File: config.mk
export PLATFORM = sky130hd
export DESIGN_NAME = lru_block_cache_directory_flat
export DESIGN_NICKNAME = d
export VERILOG_FILES = /design/src/design/lbcd_pkg.sv /design/src/design/lbcd_if.sv /design/src/design/lru_block_cache_directory.sv /design/src/design/lbcd_ctrl.sv /design/src/design/lbcd_datapath.sv /design/src/flat_wrapper.sv
export SDC_FILE = /design/constraint.sdc
export NUM_CORES = 2
export LEC_CHECK = 0
export BUFFER_PORTS_ARGS = -buffer_cell sky130_fd_sc_hd__clkbuf_2
export CORE_MARGIN = 1
export CORE_UTILIZATION = 30
export DETAILED_ROUTE_END_ITERATION = 8
export SYNTH_ARGS = -nofsm -noshare
export SYNTH_HDL_FRONTEND = slang
export SYNTH_SLANG_ARGS = --single-unit
File: constraint.sdc
create_clock -name clk_i -period 11.7 [get_ports clk_i]
set_input_delay 1.17 -clock clk_i [delete_from_list [all_inputs] [get_ports clk_i]]
set_output_delay 1.17 -clock clk_i [all_outputs]
set_load 0.05 [all_outputs]
File: src/design/lbcd_pkg.sv
// Shared constants and control types for the LRU block cache directory.
package lbcd_pkg;

  // Field widths
  localparam int DEV_W      = 8;
  localparam int BLK_W      = 31;
  localparam int SLOT_W     = 5;
  localparam int SECTOR_W   = 48;
  localparam int STAMP_W    = 32;
  localparam int PSTART_W   = 32;
  localparam int SHIFT_W    = 4;

  // Configuration port
  localparam int CFG_IDX_W  = 1;
  localparam int CFG_DATA_W = 32;

  localparam logic [CFG_IDX_W-1:0] REG_PARTITION_START = 1'd0;
  localparam logic [CFG_IDX_W-1:0] REG_BLOCK_SHIFT     = 1'd1;

  localparam logic [SHIFT_W-1:0] BLOCK_SHIFT_RESET = 4'd2;

  // Directory size
  localparam int DEFAULT_ENTRIES = 32;

  // Controller to datapath commands
  typedef struct packed {
    logic accept;  // request transaction taken this cycle
    logic rd;      // read tag/stamp memories at scan address
    logic commit;  // write back entry and load result register
  } cmd_t;

  // Datapath to controller status
  typedef struct packed {
    logic out_free;  // result register can take a new result this cycle
  } status_t;

endpackage

File: src/design/lbcd_if.sv
// Request and result channel interfaces of the LRU block cache directory.
interface lbcd_req_if;
  import lbcd_pkg::*;

  logic             valid;
  logic             ready;
  logic [DEV_W-1:0] dev_id;
  logic [BLK_W-1:0] block_number;

  modport source (output valid, output dev_id, output block_number, input ready);
  modport sink   (input valid, input dev_id, input block_number, output ready);
endinterface

interface lbcd_rsp_if;
  import lbcd_pkg::*;

  logic                valid;
  logic                ready;
  logic                hit;
  logic [SLOT_W-1:0]   slot;
  logic [SECTOR_W-1:0] fetch_sector;

  modport source (output valid, output hit, output slot, output fetch_sector, input ready);
  modport sink   (input valid, input hit, input slot, input fetch_sector, output ready);
endinterface

File: src/design/lru_block_cache_directory.sv
// A taken request walks every entry (SCAN), then passes DRAIN and COMMIT; COMMIT waits until
//   the result register is free. Each request walks every entry through the single read port
//   of the tag and stamp memories, one entry a cycle; the next request is taken only after commit.
// A new request is taken while the previous result still waits in the output register.
// Reset: valid bits, use counter and device tracking clear at once, config takes its reset
//   values (block shift BLOCK_SHIFT_RESET); no clearing pass, tag and stamp memories are not reset.
module lru_block_cache_directory #(
  parameter int ENTRIES = lbcd_pkg::DEFAULT_ENTRIES
) (
  input  logic                            clk_i,
  input  logic                            rst_ni,
  input  logic                            cfg_we_i,
  input  logic [lbcd_pkg::CFG_IDX_W-1:0]  cfg_idx_i,
  input  logic [lbcd_pkg::CFG_DATA_W-1:0] cfg_data_i,
  lbcd_req_if.sink                        req,
  lbcd_rsp_if.source                      rsp
);
  import lbcd_pkg::*;

  localparam int IDX_W = (ENTRIES > 1) ? $clog2(ENTRIES) : 1;

  cmd_t             cmd;
  status_t          status;
  logic [IDX_W-1:0] scan_addr;

  // Sequencer
  lbcd_ctrl #(
    .ENTRIES (ENTRIES),
    .IDX_W   (IDX_W)
  ) u_ctrl (
    .clk_i       (clk_i),
    .rst_ni      (rst_ni),
    .req         (req),
    .cmd_o       (cmd),
    .scan_addr_o (scan_addr),
    .status_i    (status)
  );

  // Directory datapath
  lbcd_datapath #(
    .ENTRIES (ENTRIES),
    .IDX_W   (IDX_W)
  ) u_datapath (
    .clk_i          (clk_i),
    .rst_ni         (rst_ni),
    .cfg_we_i       (cfg_we_i),
    .cfg_idx_i      (cfg_idx_i),
    .cfg_data_i     (cfg_data_i),
    .dev_id_i       (req.dev_id),
    .block_number_i (req.block_number),
    .cmd_i          (cmd),
    .scan_addr_i    (scan_addr),
    .status_o       (status),
    .rsp            (rsp)
  );

endmodule

File: src/design/lbcd_ctrl.sv
// Sequencer: accepts a request, walks all entries, then commits the result.
module lbcd_ctrl #(
  parameter int ENTRIES = lbcd_pkg::DEFAULT_ENTRIES,
  parameter int IDX_W   = (ENTRIES > 1) ? $clog2(ENTRIES) : 1
) (
  input  logic                clk_i,
  input  logic                rst_ni,
  lbcd_req_if.sink            req,
  output lbcd_pkg::cmd_t      cmd_o,
  output logic [IDX_W-1:0]    scan_addr_o,
  input  lbcd_pkg::status_t   status_i
);
  import lbcd_pkg::*;

  typedef enum logic [3:0] {
    ST_IDLE   = 4'b0001,
    ST_SCAN   = 4'b0010,
    ST_DRAIN  = 4'b0100,
    ST_COMMIT = 4'b1000
  } state_e;

  localparam logic [IDX_W-1:0] LAST_IDX = IDX_W'(ENTRIES - 1);

  state_e           state_q, state_d;
  logic [IDX_W-1:0] cnt_q, cnt_d;
  logic             accept;

  assign req.ready = (state_q == ST_IDLE);
  assign accept    = req.valid && req.ready;

  // Next state and scan counter
  always_comb begin
    state_d      = state_q;
    cnt_d        = cnt_q;
    cmd_o.accept = accept;
    cmd_o.rd     = 1'b0;
    cmd_o.commit = 1'b0;
    case (state_q)
      ST_IDLE: begin
        if (accept) begin
          state_d = ST_SCAN;
          cnt_d   = '0;
        end
      end
      ST_SCAN: begin
        cmd_o.rd = 1'b1;
        cnt_d    = cnt_q + 1'b1;
        if (cnt_q == LAST_IDX) begin
          state_d = ST_DRAIN;
        end
      end
      ST_DRAIN: begin
        state_d = ST_COMMIT;
      end
      ST_COMMIT: begin
        if (status_i.out_free) begin
          cmd_o.commit = 1'b1;
          state_d      = ST_IDLE;
        end
      end
      default: begin
        state_d = ST_IDLE;
      end
    endcase
  end

  assign scan_addr_o = cnt_q;

  always_ff @(posedge clk_i or negedge rst_ni) begin
    if (!rst_ni) begin
      state_q <= ST_IDLE;
      cnt_q   <= '0;
    end else begin
      state_q <= state_d;
      cnt_q   <= cnt_d;
    end
  end

`ifndef ASSERT_OFF
  // A taken request always starts the walk at entry zero
  assert property (@(posedge clk_i) disable iff (!rst_ni)
    accept |=> (state_q == ST_SCAN) && (cnt_q == '0))
    else $error("walk did not start at entry zero");

  // Drain only follows the final scan cycle
  assert property (@(posedge clk_i) disable iff (!rst_ni)
    (state_q == ST_DRAIN) |-> $past(state_q == ST_SCAN) && ($past(cnt_q) == LAST_IDX))
    else $error("drain entered before the walk finished");

  // State register stays one-hot
  assert property (@(posedge clk_i) disable iff (!rst_ni)
    $onehot(state_q))
    else $error("state register not one-hot");
`endif

endmodule

File: src/design/lbcd_datapath.sv
// Tag/stamp memories, valid bits, compare and LRU search, result register.
module lbcd_datapath #(
  parameter int ENTRIES = lbcd_pkg::DEFAULT_ENTRIES,
  parameter int IDX_W   = (ENTRIES > 1) ? $clog2(ENTRIES) : 1
) (
  input  logic                            clk_i,
  input  logic                            rst_ni,
  input  logic                            cfg_we_i,
  input  logic [lbcd_pkg::CFG_IDX_W-1:0]  cfg_idx_i,
  input  logic [lbcd_pkg::CFG_DATA_W-1:0] cfg_data_i,
  input  logic [lbcd_pkg::DEV_W-1:0]      dev_id_i,
  input  logic [lbcd_pkg::BLK_W-1:0]      block_number_i,
  input  lbcd_pkg::cmd_t                  cmd_i,
  input  logic [IDX_W-1:0]                scan_addr_i,
  output lbcd_pkg::status_t               status_o,
  lbcd_rsp_if.source                      rsp
);
  import lbcd_pkg::*;

  // Configuration registers
  logic [PSTART_W-1:0] pstart_q;
  logic [SHIFT_W-1:0]  shift_q;

  always_ff @(posedge clk_i or negedge rst_ni) begin
    if (!rst_ni) begin
      pstart_q <= '0;
      shift_q  <= BLOCK_SHIFT_RESET;
    end else if (cfg_we_i) begin
      case (cfg_idx_i)
        REG_PARTITION_START: pstart_q <= cfg_data_i[PSTART_W-1:0];
        REG_BLOCK_SHIFT:     shift_q  <= cfg_data_i[SHIFT_W-1:0];
        default: ;
      endcase
    end
  end

  // Directory state
  logic [BLK_W-1:0]   tag_mem   [ENTRIES];
  logic [STAMP_W-1:0] stamp_mem [ENTRIES];
  logic [ENTRIES-1:0] valid_q;
  logic [STAMP_W-1:0] use_cnt_q;
  logic [DEV_W-1:0]   cur_dev_q;
  logic               dev_known_q;

  // Current request
  logic [BLK_W-1:0]    blk_q;
  logic [SECTOR_W-1:0] blk_sh_q;

  // Memory read stage
  logic [BLK_W-1:0]   tag_rd_q;
  logic [STAMP_W-1:0] stamp_rd_q;
  logic               rd_v_q;
  logic [IDX_W-1:0]   rd_idx_q;

  // Walk results
  logic               found_q, inv_found_q, min_seen_q;
  logic [IDX_W-1:0]   hit_idx_q, inv_idx_q, min_idx_q;
  logic [STAMP_W-1:0] min_stamp_q;

  // Result register
  logic                out_valid_q;
  logic                out_hit_q;
  logic [SLOT_W-1:0]   out_slot_q;
  logic [SECTOR_W-1:0] out_sector_q;

  logic               dev_change;
  logic               ent_valid;
  logic               tag_match;
  logic [IDX_W-1:0]   victim_idx;
  logic [IDX_W-1:0]   wr_idx;
  logic [STAMP_W-1:0] stamp_new;

  assign dev_change = !dev_known_q || (dev_id_i != cur_dev_q);
  assign ent_valid  = valid_q[rd_idx_q];
  assign tag_match  = rd_v_q && ent_valid && (tag_rd_q == blk_q);
  assign victim_idx = inv_found_q ? inv_idx_q : min_idx_q;
  assign wr_idx     = found_q ? hit_idx_q : victim_idx;
  assign stamp_new  = use_cnt_q + 1'b1;

  // Device tracking, valid bits and use counter
  always_ff @(posedge clk_i or negedge rst_ni) begin
    if (!rst_ni) begin
      valid_q     <= '0;
      use_cnt_q   <= '0;
      cur_dev_q   <= '0;
      dev_known_q <= 1'b0;
    end else if (cmd_i.accept) begin
      if (dev_change) begin
        valid_q     <= '0;
        use_cnt_q   <= '0;
        cur_dev_q   <= dev_id_i;
        dev_known_q <= 1'b1;
      end
    end else if (cmd_i.commit) begin
      use_cnt_q       <= stamp_new;
      valid_q[wr_idx] <= 1'b1;
    end
  end

  // Request payload and pre-shifted block number
  always_ff @(posedge clk_i) begin
    if (cmd_i.accept) begin
      blk_q <= block_number_i;
    end
    blk_sh_q <= SECTOR_W'(blk_q) << shift_q;
  end

  // Tag memory
  always_ff @(posedge clk_i) begin
    if (cmd_i.rd) begin
      tag_rd_q <= tag_mem[scan_addr_i];
    end
    if (cmd_i.commit && !found_q) begin
      tag_mem[wr_idx] <= blk_q;
    end
  end

  // Stamp memory
  always_ff @(posedge clk_i) begin
    if (cmd_i.rd) begin
      stamp_rd_q <= stamp_mem[scan_addr_i];
    end
    if (cmd_i.commit) begin
      stamp_mem[wr_idx] <= stamp_new;
    end
  end

  // Read stage tracking
  always_ff @(posedge clk_i or negedge rst_ni) begin
    if (!rst_ni) begin
      rd_v_q   <= 1'b0;
      rd_idx_q <= '0;
    end else begin
      rd_v_q   <= cmd_i.rd;
      rd_idx_q <= scan_addr_i;
    end
  end

  // Walk: first hit, first empty entry, oldest stamp (lowest index on ties)
  always_ff @(posedge clk_i or negedge rst_ni) begin
    if (!rst_ni) begin
      found_q     <= 1'b0;
      inv_found_q <= 1'b0;
      min_seen_q  <= 1'b0;
    end else if (cmd_i.accept) begin
      found_q     <= 1'b0;
      inv_found_q <= 1'b0;
      min_seen_q  <= 1'b0;
    end else if (rd_v_q) begin
      if (tag_match && !found_q) begin
        found_q   <= 1'b1;
      end
      if (!ent_valid && !inv_found_q) begin
        inv_found_q <= 1'b1;
      end
      if (ent_valid && (!min_seen_q || (stamp_rd_q < min_stamp_q))) begin
        min_seen_q <= 1'b1;
      end
    end
  end

  always_ff @(posedge clk_i) begin
    if (rd_v_q) begin
      if (tag_match && !found_q) begin
        hit_idx_q <= rd_idx_q;
      end
      if (!ent_valid && !inv_found_q) begin
        inv_idx_q <= rd_idx_q;
      end
      if (ent_valid && (!min_seen_q || (stamp_rd_q < min_stamp_q))) begin
        min_stamp_q <= stamp_rd_q;
        min_idx_q   <= rd_idx_q;
      end
    end
  end

  // Result register
  always_ff @(posedge clk_i or negedge rst_ni) begin
    if (!rst_ni) begin
      out_valid_q <= 1'b0;
    end else if (cmd_i.commit) begin
      out_valid_q <= 1'b1;
    end else if (rsp.ready) begin
      out_valid_q <= 1'b0;
    end
  end

  always_ff @(posedge clk_i) begin
    if (cmd_i.commit) begin
      out_hit_q    <= found_q;
      out_slot_q   <= SLOT_W'(wr_idx);
      out_sector_q <= found_q ? '0 : (SECTOR_W'(pstart_q) + blk_sh_q);
    end
  end

  assign status_o.out_free = !out_valid_q || rsp.ready;

  assign rsp.valid        = out_valid_q;
  assign rsp.hit          = out_hit_q;
  assign rsp.slot         = out_slot_q;
  assign rsp.fetch_sector = out_sector_q;

`ifndef ASSERT_OFF
  // No memory read may still be in flight when the entry is written back
  assert property (@(posedge clk_i) disable iff (!rst_ni)
    cmd_i.commit |-> !rd_v_q)
    else $error("commit overlaps the walk");

  // A new or changed device leaves no entry valid
  assert property (@(posedge clk_i) disable iff (!rst_ni)
    (cmd_i.accept && dev_change) |=> (valid_q == '0) && (use_cnt_q == '0))
    else $error("device change did not invalidate the directory");

  // A reported hit points at a valid entry
  assert property (@(posedge clk_i) disable iff (!rst_ni)
    (cmd_i.commit && found_q) |-> valid_q[hit_idx_q])
    else $error("hit on an invalid entry");

  // A result appears only after a commit
  assert property (@(posedge clk_i) disable iff (!rst_ni)
    $rose(out_valid_q) |-> $past(cmd_i.commit))
    else $error("result without commit");
`endif

endmodule

File: src/flat_wrapper.sv
// flat-port wrapper written by rule: the top's interface ports become plain ports
module lru_block_cache_directory_flat import lbcd_pkg::*;
#(
  parameter int ENTRIES = lbcd_pkg::DEFAULT_ENTRIES
)
  (clk_i, rst_ni, cfg_we_i, cfg_idx_i, cfg_data_i, req_valid, req_dev_id, req_block_number, req_ready, rsp_valid, rsp_hit, rsp_slot, rsp_fetch_sector, rsp_ready);
  lbcd_req_if req_i ();
  lbcd_rsp_if rsp_i ();
  input  logic clk_i;
  input  logic rst_ni;
  input  logic cfg_we_i;
  input  logic [lbcd_pkg::CFG_IDX_W-1:0] cfg_idx_i;
  input  logic [lbcd_pkg::CFG_DATA_W-1:0] cfg_data_i;
  input wire logic [$bits(req_i.valid)-1:0] req_valid;
  input wire logic [$bits(req_i.dev_id)-1:0] req_dev_id;
  input wire logic [$bits(req_i.block_number)-1:0] req_block_number;
  output wire logic [$bits(req_i.ready)-1:0] req_ready;
  output wire logic [$bits(rsp_i.valid)-1:0] rsp_valid;
  output wire logic [$bits(rsp_i.hit)-1:0] rsp_hit;
  output wire logic [$bits(rsp_i.slot)-1:0] rsp_slot;
  output wire logic [$bits(rsp_i.fetch_sector)-1:0] rsp_fetch_sector;
  input wire logic [$bits(rsp_i.ready)-1:0] rsp_ready;
  assign req_i.valid = req_valid;
  assign req_i.dev_id = req_dev_id;
  assign req_i.block_number = req_block_number;
  assign req_ready = req_i.ready;
  assign rsp_valid = rsp_i.valid;
  assign rsp_hit = rsp_i.hit;
  assign rsp_slot = rsp_i.slot;
  assign rsp_fetch_sector = rsp_i.fetch_sector;
  assign rsp_i.ready = rsp_ready;
  lru_block_cache_directory #(.ENTRIES(ENTRIES)) u_core (.clk_i(clk_i), .rst_ni(rst_ni), .cfg_we_i(cfg_we_i), .cfg_idx_i(cfg_idx_i), .cfg_data_i(cfg_data_i), .req(req_i), .rsp(rsp_i));
endmodule
==> metrics.csv <==
stage,metric,value,unit
clocking,Skew-Pair Late Insertion Delay,0.86,ns
timing,RSZ-0062 raised after global routing,false,
synth,multiplexer area fraction after synthesis,17.4,%
clocking,clk buf depth,4,
setup_path,worst-case reg-to-reg path depth,9,
run,max-cap violations,0,
clocking,Setup Buffers After CTS,0,
routing,Vias,45500,
setup_path,worst r2r src,u_core.u_ctrl.state_q[2],
synth,compound-cell area share of the yosys netlist,2.09,%
clocking,Num CTS Buffers,224,
min_path,Hold Path Class,in -> async,
timing,Final Critical Period,5.21,ns
layout,final layout net count,4899,
routing,vias per inst,5.02,
synth,Post-Syn Area per Cell,21.0,µm²
clocking,Clock transition at path regs,0.08,ns
placement,I/O Buffers,131,
power_and_ir_drop,Power Dens Cells,196,nW/µm²
clocking,CTS tree,yes,
timing,Final Max Slew Viols,0,
floorplanning,Core Area,312000,µm²
clocking,number of H-tree levels,4,
clocking,Sink Count,2384,
synth,Post-synth ARST share,5.37,%
synth,flop and latch count out of synthesis,2384,
routing,DRT Pass-1 Iters,6,
routing,drc violations,0,
setup_path,R2R setup slack,6.49,ns
power_and_ir_drop,Lkg Pwr,0.0333,µW
global_routing,grt total ovfl,0,
floorplanning,Starting Density,30.2,%
routing,wire per inst,25.0,µm
synth,Post-Synthesis Cells,4474,
placement,detailed placer's ending HPWL,120000,µm
synth,Synth top area share,70.6,%
timing,final hold violations,0,
setup_path,Worst EP arrival,5.72,ns
floorplanning,die width,562,µm
synth,Synth area leader,edfxtp_1,
timing,Slew headroom,8.18,%
floorplanning,Rows,205,
floorplanning,Die Area,316000,µm²
global_routing,initial antenna violation count,6,
placement,Placed Cells,8666,
run_status,status,"finished, final reports clean",
routing,drt total wl,227000,µm
synth,Post-Synth Adder-Cell Area,0.899,%
global_routing,vias in the first global route,46100,
synth,Netlist cell types,74,
clocking,Root Driver,clkbuf_16,
setup_path,Critical Path End,u_core.u_datapath.stamp_mem[15][22],
timing,skew final,0.0345,ns
global_routing,largest net degree at the start of global routing,170,
power_and_ir_drop,Worst IR Drop VDD,0.000164,V
setup_path,startpoint types,register,
synth,Synth Area in Simple Gates,2.69,%
synth,largest family of logic cells by synthesized area,multiplexers,
global_routing,All-Layer GR Usage,14.2,%
clocking,hold_buf cts,0,
timing,final setup TNS,0,ns
timing,# setup viols final,0,
clocking,cts repair resizes,0,
placement,Routability Congestion,0.833,
timing,maximum clock rate,0.192,GHz
synth,Post-Synth XOR/XNOR Area,0.820,%
synth,predominant post-synthesis flop cell,edfxtp_1,
synth,most frequent cell after synthesis,edfxtp_1,
timing,crit share post-route,44.5,%
global_routing,first-pass GRT wire length,328000,µm
layout,Diodes inserted,0,
setup_path,CP max FO,55,
synth,Post-Syn Area,94000,µm²
synth,Synth area leaders,"edfxtp_1, mux4_2, dfrtp_1",
setup_path,Crit Path Class,reg -> reg,
synth,Yosys warnings,0,
layout,Area Growth Syn to Fin,14.8,%
layout,fillers,28900,
synth,Post-synth EDFFs,2210,
setup_path,crit path launch,u_core.u_ctrl.state_q[2],
floorplanning,IO Pins,133,
routing,"antenna viol nets, final",0,
synth,"top cells by count, synth","edfxtp_1, mux4_2, nand2_1, nor2_1, dfrtp_1",
setup_path,Critical Path RT,12.21,ns
synth,syn nets,4618,
synth,"Seq/Total Area, Yosys",75.0,%
layout,Non-Filler Instances,9078,
layout,share of cells above drive strength 1,30.0,%
timing,Least-Margin Pin Slew,1.38,ns
floorplanning,Die Y,562,µm
setup_path,Worst setup EP type,register,
setup_path,Reg-to-Reg End,u_core.u_datapath.stamp_mem[15][22],
routing,initial DRC count,5398,
==> critical path, stage by stage (launching register included) <==
cell and delay [ns]:
dfrtp_1 0.41, nand2b_1 0.17, or3_1 0.33, nand2b_2 0.22, buf_4 0.28, clkinv_2 0.38
buf_4 0.68, nand3_1 0.85, nor2_4 0.98, buf_4 0.46
==> sequential cells by signal (all words and copies together), names as in the netlist, 46 cells and up <==
signal                              cells
u_core.u_datapath.blk_sh_q             46
u_core.u_datapath.rsp.fetch_sector     47
u_core.u_datapath.stamp_mem          1024
u_core.u_datapath.tag_mem             992
==> layout make-up <==
type                            instances  area (µm²)  area share (%)
Sequential cell                      2384       70500            65.3
Multi-Input combinational cell       1813       23200            21.5
Clock buffer                          285        6020            5.58
Tap cell                             4140        5180            4.80
Timing Repair Buffer                  278        1820            1.69
Clock inverter                        124        1040           0.961
Inverter                               54         206           0.191
==> layout by cell type (no fill, tap or decap), drive strengths merged, types with 48 or more instances in the layout <==
master,n
dfrtp,126
mux4,648
o21ai,82
xnor2,59
mux2,117
o21a,48
nor2,164
clkbuf,415
inv,59
edfxtp,2210
buf,148
nand2,168
a21oi,69
nand3,57
ha,66
clkinv,99
==> through the flow <==
step           total power, µW  hold WS [ns]  setup slack, ns  instance area, µm²  util, %
2_1_floorplan            13200         0.352             7.04               94000        -
3_3_place_gp             14300         0.440             6.10              101000     32.3
3_5_place_dp             14300         0.447             6.06              101000     32.3
4_1_cts                  21400         0.258             6.46              108000     34.6
5_1_grt                  22000         0.307             6.28              108000     34.6
6_report                 21200         0.287             6.49              108000     34.6
==> how the worst min path moves through the flow <==
| stage | startpoint | endpoint | slack, ns | cells after the start |
|---|---|---|---|---|
| after CTS | rst_ni | u_core.u_datapath.cur_dev_q[3] | 0.26 | 1 |
| final | rst_ni | u_core.u_datapath.cur_dev_q[3] | 0.29 | 1 |
| after floorplan | u_core.u_ctrl.scan_addr_o[2] | u_core.u_datapath.rd_idx_q[2] | 0.35 | 0 |
| after global routing | rst_ni | u_core.u_datapath.cur_dev_q[3] | 0.31 | 1 |
| after detailed placement | u_core.u_datapath.stamp_rd_q[27] | u_core.u_datapath.min_stamp_q[27] | 0.45 | 0 |
| after global placement | u_core.u_datapath.stamp_rd_q[28] | u_core.u_datapath.min_stamp_q[28] | 0.44 | 0 |
==> report_power, final <==
part / internal, µW / switching (µW) / total (µW)
Clock: 4000 / 3120 / 7120
Sequential: 9680 / 199 / 9880
Combinational: 2090 / 2120 / 4210
==> cells by family (layout without fill, tap and decap cells) <==
| logic type | count (synthesis) | count (layout) |
|---|---|---|
| compound gates | 310 | 310 |
| xor+xnor | 88 | 88 |
| fa+ha+maj | 67 | 67 |
| buf+inv | 277 | 741 |
| flops | 2384 | 2384 |
| mux | 807 | 807 |
| other cells | 1 | 1 |
| simple gates | 540 | 540 |
==> layer usage <==
metal  share of wire [%]  wire [µm]  track usage, %
met5              0.0057         13               0
met2                  48     109000            23.0
met1                  43      98400            20.1
met4                 2.1       4680            3.12
met3                 6.6      15000            2.22
Note: power is estimated with default switching activity, not from simulation.
